<file path="config.mk">
export PLATFORM = sky130hd
export DESIGN_NAME = packed_4x6_glyph_renderer_top
export DESIGN_NICKNAME = d
export VERILOG_FILES = /design/src/hw/rtl/p4g_pkg.sv /design/src/hw/rtl/p4g_ram.sv /design/src/hw/rtl/packed_4x6_glyph_renderer_top.sv
export VERILOG_INCLUDE_DIRS = /design/src /design/src/hw/rtl
export SDC_FILE = /design/constraint.sdc
export NUM_CORES = 2
export LEC_CHECK = 0
export BUFFER_PORTS_ARGS = -buffer_cell sky130_fd_sc_hd__buf_4
export CAP_MARGIN = 20
export CORE_AREA = 2 2 358 449
export CTS_CLUSTER_DIAMETER = 80
export CTS_CLUSTER_SIZE = 20
export DETAILED_ROUTE_END_ITERATION = 8
export DIE_AREA = 0 0 360 451
export PLACE_DENSITY = 0.64
export SYNTH_ARGS = -nofsm -noshare
export SYNTH_HDL_FRONTEND = slang
export SYNTH_SLANG_ARGS = --single-unit
</file>
<file path="constraint.sdc">
create_clock -name clk -period 12 [get_ports clk]
set_input_delay 0.6 -clock clk [delete_from_list [all_inputs] [get_ports clk]]
set_output_delay 0.6 -clock clk [all_outputs]
set_load 0.02 [all_outputs]
</file>
<file path="src/hw/rtl/assert_macros.svh">
// Assertion helpers for the RTL.
`ifndef ASSERT_MACROS_SVH
`define ASSERT_MACROS_SVH

`ifndef ASSERT_OFF
// Same-cycle implication, checked on every rising edge out of reset.
`define ASSERT_IMPL(label, clk, rst_n, ante, cons) \
    label: assert property (@(posedge clk) disable iff (!rst_n) (ante) |-> (cons)) \
        else $error("assertion failed: same-cycle implication");
// Next-cycle implication.
`define ASSERT_NEXT(label, clk, rst_n, ante, cons) \
    label: assert property (@(posedge clk) disable iff (!rst_n) (ante) |=> (cons)) \
        else $error("assertion failed: next-cycle implication");
`else
`define ASSERT_IMPL(label, clk, rst_n, ante, cons)
`define ASSERT_NEXT(label, clk, rst_n, ante, cons)
`endif

`endif

</file>
<file path="src/hw/rtl/p4g_pkg.sv">
package p4g_pkg;

    localparam int GLYPH_COUNT_DEF = 96;
    localparam int FIRST_CODE_DEF  = 32;

    localparam int CELL_W    = 4;
    localparam int CELL_H    = 6;
    localparam int PIX_COUNT = CELL_W * CELL_H;

    localparam int GLYPH_W = 16;
    localparam int CODE_W  = 8;
    localparam int COORD_W = 13;
    localparam int COLOR_W = 32;

    localparam logic [GLYPH_W-1:0] ROW_MASK  = 16'h000e;
    localparam logic [GLYPH_W-1:0] MID_HIGH  = 16'h0300;
    localparam logic [GLYPH_W-1:0] MID_LOW   = 16'h0002;

    typedef enum logic
    {
        OP_DRAW = 1'b0,
        OP_LOAD = 1'b1
    } op_t;

    // One packed row of the glyph; the middle row is split across the word.
    function automatic logic [CELL_W-1:0] row_bits(input logic [GLYPH_W-1:0] g,
                                                   input logic [2:0] j);
        logic [2:0]         r;
        logic [GLYPH_W-1:0] w;
        r = j - {2'b00, g[0]};
        w = '0;
        if (j >= {2'b00, g[0]})
        begin
            case (r)
                3'd0: w = (g >> 12) & ROW_MASK;
                3'd1: w = (g >> 9) & ROW_MASK;
                3'd2: w = ((g & MID_HIGH) >> 6) | (g & MID_LOW);
                3'd3: w = (g >> 4) & ROW_MASK;
                3'd4: w = (g >> 1) & ROW_MASK;
                default: w = '0;
            endcase
        end
        return w[CELL_W-1:0];
    endfunction

    // Set-pixel map in scan order: bit j*4+i is row j, column i.
    function automatic logic [PIX_COUNT-1:0] glyph_pixels(input logic [GLYPH_W-1:0] g);
        logic [PIX_COUNT-1:0] m;
        m = '0;
        for (int j = 0; j < CELL_H; j++)
        begin
            m[j*CELL_W +: CELL_W] = row_bits(g, 3'(j));
        end
        return m;
    endfunction

endpackage

</file>
<file path="src/hw/rtl/p4g_ram.sv">
module p4g_ram #(
    parameter int WIDTH = 16,
    parameter int DEPTH = 96,
    localparam int AW = (DEPTH > 1) ? $clog2(DEPTH) : 1
) (
    input  logic             clk,
    input  logic             we,
    input  logic [AW-1:0]    waddr,
    input  logic [WIDTH-1:0] wdata,
    input  logic             re,
    input  logic [AW-1:0]    raddr,
    output logic [WIDTH-1:0] rdata
);

    logic [WIDTH-1:0] mem [DEPTH];

    always_ff @(posedge clk)
    begin
        if (we)
        begin
            mem[waddr] <= wdata;
        end
        if (re)
        begin
            rdata <= mem[raddr];
        end
    end

endmodule

</file>
<file path="src/hw/rtl/packed_4x6_glyph_renderer_top.sv">
// Channel   Handshake            Payload
// request   in_valid / in_stall  operation, char_code, glyph_word, origin_x, origin_y,
//                                fore_color, back_color, fill_background
// pixel     out_valid/out_stall  pixel_x, pixel_y, pixel_color, last_pixel
//
// A load writes the table. A draw reads the table in the cycle it is accepted,
// then scans its 24 cells one per cycle, holding on a cell to emit while the
// output is stalled, and stops after the last pixel it emits. Draws follow each
// other without a gap. Reset clears all control; the table is undefined until
// loaded. A stalled output holds the scan, which in turn stalls requests.
`include "assert_macros.svh"

module packed_4x6_glyph_renderer_top #(
    parameter int GLYPH_COUNT = p4g_pkg::GLYPH_COUNT_DEF,
    parameter int FIRST_CODE  = p4g_pkg::FIRST_CODE_DEF
) (
    input  logic               clk,
    input  logic               rst_n,
    input  logic               in_valid,
    output logic               in_stall,
    input  logic               operation,
    input  logic [7:0]         char_code,
    input  logic [15:0]        glyph_word,
    input  logic signed [11:0] origin_x,
    input  logic signed [11:0] origin_y,
    input  logic [31:0]        fore_color,
    input  logic [31:0]        back_color,
    input  logic               fill_background,
    output logic               out_valid,
    input  logic               out_stall,
    output logic signed [12:0] pixel_x,
    output logic signed [12:0] pixel_y,
    output logic [31:0]        pixel_color,
    output logic               last_pixel
);
    import p4g_pkg::*;

    localparam int AW = (GLYPH_COUNT > 1) ? $clog2(GLYPH_COUNT) : 1;

    // request decode
    logic             in_acc;
    logic [8:0]       slot_diff;
    logic             in_range;
    logic             is_load;
    logic             tab_we;
    logic             tab_re;
    logic [GLYPH_W-1:0] tab_rdata;

    // stage A: table read in flight
    logic               a_valid_reg, a_valid_next;
    logic signed [11:0] a_x_reg, a_y_reg;
    logic [COLOR_W-1:0] a_fg_reg, a_bg_reg;
    logic               a_fill_reg;
    logic               a_adv;

    // stage B: cell scan
    logic                   b_valid_reg, b_valid_next;
    logic [PIX_COUNT-1:0]   b_emit_reg, b_emit_next;
    logic [PIX_COUNT-1:0]   b_set_reg, b_set_next;
    logic [4:0]             b_pos_reg, b_pos_next;
    logic signed [COORD_W-1:0] b_xb_reg, b_xb_next;
    logic signed [COORD_W-1:0] b_yb_reg, b_yb_next;
    logic [COLOR_W-1:0]     b_fg_reg, b_fg_next;
    logic [COLOR_W-1:0]     b_bg_reg, b_bg_next;
    logic                   b_step;
    logic                   b_last;
    logic                   b_free;
    logic                   out_free;
    logic [PIX_COUNT-1:0]   new_emit;

    // output register
    logic                      out_valid_reg, out_valid_next;
    logic signed [COORD_W-1:0] px_reg, px_next;
    logic signed [COORD_W-1:0] py_reg, py_next;
    logic [COLOR_W-1:0]        pc_reg, pc_next;
    logic                      pl_reg, pl_next;

    assign in_acc    = in_valid && !in_stall;
    assign slot_diff = {1'b0, char_code} - 9'(FIRST_CODE);
    assign in_range  = !slot_diff[8] && (slot_diff < 9'(GLYPH_COUNT));
    assign is_load   = (op_t'(operation) == OP_LOAD);
    assign tab_we    = in_acc && in_range && is_load;
    assign tab_re    = in_acc && in_range && !is_load;

    p4g_ram #(
        .WIDTH (GLYPH_W),
        .DEPTH (GLYPH_COUNT)
    ) u_table (
        .clk   (clk),
        .we    (tab_we),
        .waddr (slot_diff[AW-1:0]),
        .wdata (glyph_word),
        .re    (tab_re),
        .raddr (slot_diff[AW-1:0]),
        .rdata (tab_rdata)
    );

    assign out_free = !out_valid_reg || !out_stall;
    assign b_step   = b_valid_reg && (!b_emit_reg[0] || out_free);
    assign b_last   = (b_emit_reg[PIX_COUNT-1:1] == '0);
    assign b_free   = !b_valid_reg || (b_step && b_last);
    assign a_adv    = a_valid_reg && b_free;
    assign in_stall = a_valid_reg && !b_free;
    assign new_emit = glyph_pixels(tab_rdata) | {PIX_COUNT{a_fill_reg}};

    always_comb
    begin
        a_valid_next = a_valid_reg;
        if (a_adv)
        begin
            a_valid_next = 1'b0;
        end
        if (tab_re)
        begin
            a_valid_next = 1'b1;
        end
    end

    always_comb
    begin
        b_valid_next = b_valid_reg;
        b_emit_next  = b_emit_reg;
        b_set_next   = b_set_reg;
        b_pos_next   = b_pos_reg;
        b_xb_next    = b_xb_reg;
        b_yb_next    = b_yb_reg;
        b_fg_next    = b_fg_reg;
        b_bg_next    = b_bg_reg;
        if (b_step)
        begin
            b_emit_next = b_emit_reg >> 1;
            b_set_next  = b_set_reg >> 1;
            b_pos_next  = b_pos_reg + 5'd1;
            if (b_last)
            begin
                b_valid_next = 1'b0;
            end
        end
        if (a_adv)
        begin
            // skip the scan entirely when nothing would be drawn
            b_valid_next = (new_emit != '0);
            b_emit_next  = new_emit;
            b_set_next   = glyph_pixels(tab_rdata);
            b_pos_next   = '0;
            b_xb_next    = {a_x_reg[11], a_x_reg} + 13'sd3;
            b_yb_next    = {a_y_reg[11], a_y_reg} + 13'sd5;
            b_fg_next    = a_fg_reg;
            b_bg_next    = a_bg_reg;
        end
    end

    always_comb
    begin
        out_valid_next = out_valid_reg;
        px_next        = px_reg;
        py_next        = py_reg;
        pc_next        = pc_reg;
        pl_next        = pl_reg;
        if (!out_stall)
        begin
            out_valid_next = 1'b0;
        end
        if (b_step && b_emit_reg[0])
        begin
            out_valid_next = 1'b1;
            px_next        = b_xb_reg - signed'({11'd0, b_pos_reg[1:0]});
            py_next        = b_yb_reg - signed'({10'd0, b_pos_reg[4:2]});
            pc_next        = b_set_reg[0] ? b_fg_reg : b_bg_reg;
            pl_next        = b_last;
        end
    end

    always_ff @(posedge clk or negedge rst_n)
    begin
        if (!rst_n)
        begin
            a_valid_reg   <= 1'b0;
            b_valid_reg   <= 1'b0;
            out_valid_reg <= 1'b0;
        end
        else
        begin
            a_valid_reg   <= a_valid_next;
            b_valid_reg   <= b_valid_next;
            out_valid_reg <= out_valid_next;
        end
    end

    always_ff @(posedge clk)
    begin
        if (tab_re)
        begin
            a_x_reg    <= origin_x;
            a_y_reg    <= origin_y;
            a_fg_reg   <= fore_color;
            a_bg_reg   <= back_color;
            a_fill_reg <= fill_background;
        end
        b_emit_reg <= b_emit_next;
        b_set_reg  <= b_set_next;
        b_pos_reg  <= b_pos_next;
        b_xb_reg   <= b_xb_next;
        b_yb_reg   <= b_yb_next;
        b_fg_reg   <= b_fg_next;
        b_bg_reg   <= b_bg_next;
        px_reg     <= px_next;
        py_reg     <= py_next;
        pc_reg     <= pc_next;
        pl_reg     <= pl_next;
    end

    assign out_valid   = out_valid_reg;
    assign pixel_x     = px_reg;
    assign pixel_y     = py_reg;
    assign pixel_color = pc_reg;
    assign last_pixel  = pl_reg;

    `ASSERT_IMPL(a_scan_nonempty, clk, rst_n, b_valid_reg, b_emit_reg != '0)
    `ASSERT_IMPL(a_stall_only_full, clk, rst_n, !a_valid_reg, !in_stall)
    `ASSERT_NEXT(a_emit_shows, clk, rst_n, b_step && b_emit_reg[0], out_valid)
    `ASSERT_NEXT(a_read_holds, clk, rst_n, a_valid_reg && !b_free, a_valid_reg)

endmodule

</file>
Yosys cells after proc, flatten, opt, wreduce, memory -nomap -nowiden --
Memories as Yosys holds them, arrays and structs flattened. A register that Yosys moved wholly into a read port is not among the register bits. Cells that the tools add are included.
Word-level totals: logic and storage cells 117, bits of input ports 118, output and inout port bits 61, memory bits (writable) 1536, memories 1, bits in registers 294
Operators by class: eq/ne operators 25, reduce and logical (&&, ||, !) cells 33, bitwise gates (word level) 2, $lt $le $gt $ge 3, mux-type cells 22, add/sub/neg operators 12
Memories:
- u_table.mem | depth 96, width 16, read ports 1, clocked after Yosys merged registers in 1, wr ports 1, RTL line p4g_ram.sv:15 | logic [WIDTH-1:0] mem [DEPTH];
Operators with widths (count):
- $pmux W4 S5 | 6
- $mux W24 | 4
- $eq A3 B2 Y1 const B | 12
- $mux W32 | 1
- $or A24 B24 Y24 | 1
- $reduce_bool A24 Y1 | 1
- $logic_not A23 Y1 | 1
- $eq A3 B1 Y1 const B | 6
- $eq A3 B3 Y1 const B | 6
- $logic_not A3 Y1 | 6
- $add A12 B3 Y13 const B | 1
- $add A12 B4 Y13 const B | 1
- $sub A13 B3 Y13 | 1
- $sub A13 B4 Y13 | 1
- $logic_and A1 B1 Y1 | 10
- $lt A9 B7 Y1 const B | 1
- $mux W1 | 9
- $sub A8 B6 Y9 const B | 1
- $logic_not A1 Y1 | 8
- $mux W4 | 2
- $reduce_bool A2 Y1 | 3
- $sub A2 B1 Y3 const A | 2
- $sub A3 B1 Y3 const A | 2
- $add A5 B1 Y5 const B | 1
- 7 further kinds | 10

Logic depth before layout (Yosys ltp) --
word-level depth 14, depth in mapped cells 11, depth with buffers taken out 8

Hierarchy --
From an unflattened synthesis, not the netlist that was laid out.
Unflattened totals: cells, all modules 3266, area, all modules 70772.9 µm²
Modules (own cells, without submodules):
- p4g_ram | area an instance 59404.5 µm², instances 1, cells an instance 2614, seq. area each 46604.7 µm²
- packed_4x6_glyph_renderer_top | area an instance 11368.4 µm², instances 1, cells an instance 652, seq. area each 8763.4 µm²

Worst setup path after synthesis --
Ideal clock, no wire load.
path type register -> register, from reg b_emit_reg[18], to reg a_bg_reg[0], enable pin, data arrival time 8.504 ns, setup slack 2.797 ns, library setup time 0.699 ns, period minus slack after synthesis 9.203 ns, buffers on the path 0, data required time 11.301 ns, cell stages (with the launch flop) 5, cells stage by stage edfxtp_1 nor4_1 nand4_1 o311a_1 nor3_1
On the way: longest elaborated chain between the ends 9
Ends and longest elaborated chain:
- start, declared | RTL line packed_4x6_glyph_renderer_top.sv:58 | logic [PIX_COUNT-1:0] b_emit_reg, b_emit_next;
- start signal, assigned | RTL line packed_4x6_glyph_renderer_top.sv:200 | b_emit_reg <= b_emit_next;
- $logic_not A23 Y1 | RTL line packed_4x6_glyph_renderer_top.sv:100 | assign b_last = (b_emit_reg[PIX_COUNT-1:1] == '0);
- $logic_and A1 B1 Y1 | RTL line packed_4x6_glyph_renderer_top.sv:101 | assign b_free = !b_valid_reg || (b_step && b_last);
- $logic_or A1 B1 Y1 | RTL line packed_4x6_glyph_renderer_top.sv:101
- $logic_not A1 Y1 | RTL line packed_4x6_glyph_renderer_top.sv:103 | assign in_stall = a_valid_reg && !b_free;
- $logic_and A1 B1 Y1 | RTL line packed_4x6_glyph_renderer_top.sv:103
- via in_stall | RTL line packed_4x6_glyph_renderer_top.sv:20 | output logic in_stall,
- $logic_not A1 Y1 | RTL line packed_4x6_glyph_renderer_top.sv:78 | assign in_acc = in_valid && !in_stall;
- $logic_and A1 B1 Y1 | RTL line packed_4x6_glyph_renderer_top.sv:78
- $logic_and A1 B1 Y1 (2 in series) | RTL line packed_4x6_glyph_renderer_top.sv:83 | assign tab_re = in_acc && in_range && !is_load;
- end signal, assigned | RTL line packed_4x6_glyph_renderer_top.sv:197 | a_bg_reg <= back_color;
- end, declared | RTL line packed_4x6_glyph_renderer_top.sv:52 | logic [COLOR_W-1:0] a_fg_reg, a_bg_reg;
The timed path passes the listed nets, and every way through them passes these cells. A chain may end at the register's enable or synchronous reset.

Worst setup path after layout --
from in char_code[1], to reg u_table.rdata[3], read port of u_table.mem, data pin
On the way: longest elaborated chain between the ends 5, elaborated cells between the ends (all ways) 6, classes of those cells add/sub: 1; order compare: 1; reduce/logical: 4
Ends and longest elaborated chain:
- start, declared | RTL line packed_4x6_glyph_renderer_top.sv:22 | input logic [7:0] char_code,
- $sub A8 B6 Y9 * | RTL line packed_4x6_glyph_renderer_top.sv:79 | assign slot_diff = {1'b0, char_code} - 9'(FIRST_CODE);
- $lt A9 B7 Y1 or $logic_not A1 Y1 (tied branches) | RTL line packed_4x6_glyph_renderer_top.sv:80 | assign in_range = !slot_diff[8] && (slot_diff < 9'(GLYPH_COUNT));
- $logic_and A1 B1 Y1 | RTL line packed_4x6_glyph_renderer_top.sv:80
- $logic_and A1 B1 Y1 (2 in series) | RTL line packed_4x6_glyph_renderer_top.sv:83
- end, declared | RTL line p4g_ram.sv:12 | output logic [WIDTH-1:0] rdata
Mark *: on every way between the ends. The rest lies on a longest branch, timed or not.

==> flow_metrics.py <==
metrics = {
    "setup_path": {
        "slowest_stage": "nor3_1",
        "crit_type": "in2reg",
        "cp.arrival_ns": 5.01,
        "rrSetupSlack_ns": 7.76,
        "crit_path_max_fanout": 47,
        "timing.rr.end": "u_table.mem[59][11]",
        "rr_startpoint": "b_emit_reg[1]",
        "required_ns": 12.46,
        "critPathMostFrequentCell": "buf_4",
        "reg2regPathDepth": 6,
        "path_cells": "buf_8, buf_4, clkinv_2, buf_4, a221oi_1, nor2_1, o221a_2, nor3_1, nor4bb_1",
        "cp-end-kind": "register",
        "slowest_delay_ns": 0.93,
        "start_kind": "input pin",
    },
    "sta": {
        "max_freq_ghz": 0.2199,
        "min_period_ns": 4.547,
        "fin_skew_ns": 0.03135,
        "max_slew_margin": 0.1353,
        "rsz0062_at_grt": "no",
        "tns_ns": 0,
        "hold_viol_final": 0,
        "finalMaxSlewViolations": 0,
        "period_share": 0.3789,
        "finalSetupViolCount": 0,
        "worst_slew_pin_slew_ns": 1.288,
    },
    "final_layout": {
        "fin_nets": 4223,
        "final_cells": 6187,
        "final_cell_area_um2": 78870,
        "drive_above_1_share": 0.1910,
        "n_fill_cell": 12738,
        "largest_reg_flops": 1536,
        "syn2layout_area_growth_pct": 11.33,
        "top_register": "u_table.mem",
    },
    "synth": {
        "synth-edff-count": 1838,
        "avgSynthCellArea_um2": 18.81,
        "synth-seq-area-share": 0.7815,
        "yosysUniqueCellTypes": 71,
        "async_flop_share": 0.001625,
        "synth_seq_cells": 1846,
        "ys.flop_type": "edfxtp_1",
        "ys_warn_count": 0,
        "syn-num-nets": 3899,
        "syn_inst": 3766,
        "syn-cell-area_um2": 70850,
    },
    "drt": {
        "drc": 0,
        "vias_per_cell": 6.253,
        "ant_nets": 0,
        "firstDrtPassIters": 6,
        "drt_iter0_markers": 5612,
        "wl_um": 197700,
        "wl_per_cell_um": 31.96,
        "vias": 38688,
    },
    "die": {
        "rows": 164,
        "core-area_um2": 158600,
        "die_area_um2": 162400,
        "initial_core_util": 0.4467,
        "die_h_um": 451,
        "die_x_um": 360,
        "io_pins": 179,
    },
    "outcome": {
        "outcome": "finished, final reports clean",
    },
    "grt": {
        "grt_pass1_vias": 37683,
        "grt_max_degree": 97,
        "antenna_found_initial": 7,
        "grt_pass1_wl_um": 280500,
        "gr-total-overflow": 0,
        "grt_use_total": 0.2399,
    },
    "clock_tree": {
        "cts_tree": "done",
        "insertion_delay_ns": 0.76,
        "clockBufferDepth": 3,
        "cts_buffers": 104,
        "clock-root-buffer": "clkbuf_16",
        "clock_sinks": 1846,
        "post_cts_buffers": 0,
        "clk_transition_reported_paths_ns": 0.08,
        "htreeDepth": 3,
    },
    "flow_run": {
        "cap_violations": 0,
    },
    "placement": {
        "placed_area_um2": 75060,
        "dp_cells": 5966,
        "place.gp.congestion": 0.8896,
        "port_buffers": 178,
        "dpl.hpwl_um": 119000,
    },
    "min_path": {
        "min_path_cells": 1,
        "min_path_type": "in2reg",
        "hp-start": "fore_color[17]",
        "holdPathEnd": "a_fg_reg[17]",
    },
    "pwr": {
        "leakage_uw": 0.02521,
        "power.density_nw_per_um2": 154.8,
        "power_uw": 12210,
        "irDropWorstVdd_mv": 0.1124,
    },
}
==> synth_stat cells, drive strengths merged (7+ instances only) <==
| library cell | count | area [um2] |
|---|---|---|
| edfxtp | 1838 | 55190 |
| nand2 | 217 | 814.5 |
| nor2 | 198 | 748.2 |
| mux4 | 176 | 3964 |
| a221oi | 159 | 1393 |
| mux2i | 154 | 1541 |
| buf | 144 | 849.6 |
| mux2 | 95 | 1070 |
| o21ai | 90 | 450.4 |
| clkbuf | 80 | 300.3 |
| a21oi | 65 | 325.3 |
| a22oi | 65 | 488.0 |
| o22ai | 50 | 312.8 |
| nand3 | 40 | 200.2 |
| o221ai | 36 | 315.3 |
| xnor2 | 29 | 254.0 |
| inv | 25 | 93.84 |
| nor3 | 22 | 110.1 |
| a31oi | 20 | 125.1 |
| a22o | 18 | 157.7 |
| a221o | 17 | 170.2 |
| xor2 | 17 | 148.9 |
| a211oi | 13 | 97.59 |
| ha | 13 | 162.7 |
| nor2b | 13 | 81.33 |
| and2 | 12 | 75.08 |
| nand2b | 12 | 75.07 |
| nor4 | 11 | 68.82 |
| o211ai | 11 | 82.58 |
| and3 | 9 | 56.30 |
| o221a | 8 | 90.09 |
| a211o | 7 | 61.31 |
| nand4 | 7 | 43.79 |
| o2bb2ai | 7 | 61.31 |
| or3 | 7 | 43.79 |
==> metrics by stage <==
| step | utilization | setup WS (ns) | hold WS (ns) |
|---|---|---|---|
| finish | 0.4973 | 7.453 | 0.04605 |
| detailed placement | 0.4732 | 6.750 | 0.4045 |
| global route | 0.4972 | 7.375 | 0.03382 |
| CTS | 0.4965 | 7.573 | 0.0007457 |
| floorplan | - | 2.797 | 0.3044 |
| global placement | 0.4731 | 6.569 | 0.4001 |
==> final cells by class <==
type / count / area (um2) / share of cell area
Timing Repair Buffer: 442 / 3655 / 0.04634
Clock inverter: 9 / 95.09 / 0.001206
Multi-Input combinational cell: 1668 / 14330 / 0.1817
Inverter: 28 / 108.9 / 0.001380
Antenna cell: 2 / 5.005 / 0.00006345
Tap cell: 2075 / 2596 / 0.03292
Clock buffer: 117 / 2715 / 0.03442
Sequential cell: 1846 / 55370 / 0.7020
==> placed cells by master (no fill, tap or decap), types with 8 or more instances in the layout <==
cell           instances
edfxtp_1            1838
buf_4                343
nand2_1              217
nor2_1               184
mux4_2               176
a221oi_1             159
mux2i_1              154
clkbuf_16            107
mux2_2                95
o21ai_0               89
dlygate4sd3_1         88
a21oi_1               65
a22oi_1               65
o22ai_1               50
nand3_1               40
o221ai_1              36
xnor2_1               29
inv_1                 23
nor3_1                21
a31oi_1               20
a22o_1                18
xor2_1                17
a221o_1               17
a211oi_1              13
ha_1                  13
nand2b_1              11
nor4_1                11
nor2_2                11
o211ai_1              11
clkbuf_1              10
and3_1                 9
o221a_2                8
==> critical path, delay by kind of cell <==
| family | cells | cell delay (ns) |
|---|---|---|
| AOI/OAI and AO/OA | 2 | 0.57 |
| buffers and inverters | 4 | 2.47 |
| and+or+nand+nor | 3 | 1.20 |
==> layer usage <==
| metal | vias up | GRT usage | wire length, um |
|---|---|---|---|
| met1 | 20098 | 0.3068 | 72770 |
| met3 | 414 | 0.04083 | 18000 |
| met4 | 4 | 0.1262 | 11570 |
| met2 | 2262 | 0.3947 | 95390 |
| li1 | 15910 | - | - |
| met5 | - | 0 | 20 |
==> worst max-delay path by stage <==
stage	from	endpoint	slack, ns
global route	char_code[1]	u_table.rdata[3]	7.38
CTS	char_code[1]	u_table.rdata[7]	7.57
detailed placement	char_code[1]	u_table.rdata[7]	6.75
finish	char_code[1]	u_table.rdata[3]	7.45
global placement	char_code[1]	u_table.rdata[8]	6.57
floorplan	b_emit_reg[18]	a_bg_reg[0]	2.80
==> report_power, final <==
part           internal, uW  leakage (uW)  total (uW)  switching [uW]
sequential             7330        0.0167        7410            71.4
clock                  1610       0.00138        3600            2000
combinational           420       0.00713        1200             784
==> kinds of logic (layout without fill, tap and decap cells) <==
kind of cell               count (synthesis)  count (layout)  synth area share
other                                      0               2                 0
and+or+nand+nor                          561             561           0.03428
muxes                                    425             425           0.09281
xor gates and xnor gates                  46              46          0.005687
buffers and inverters                    252             596           0.01771
AOI/OAI and AO/OA                        621             621           0.06515
adders and majority gates                 15              15          0.002861
DFF                                     1846            1846            0.7815
==> timing repair <==
action,4_1_cts,5_1_grt
setup endpoints to repair,0,0
hold endpoints to repair,90,0
gates resized for setup,0,0
hold buffers,88,0
(Power assumes the default switching activity.)
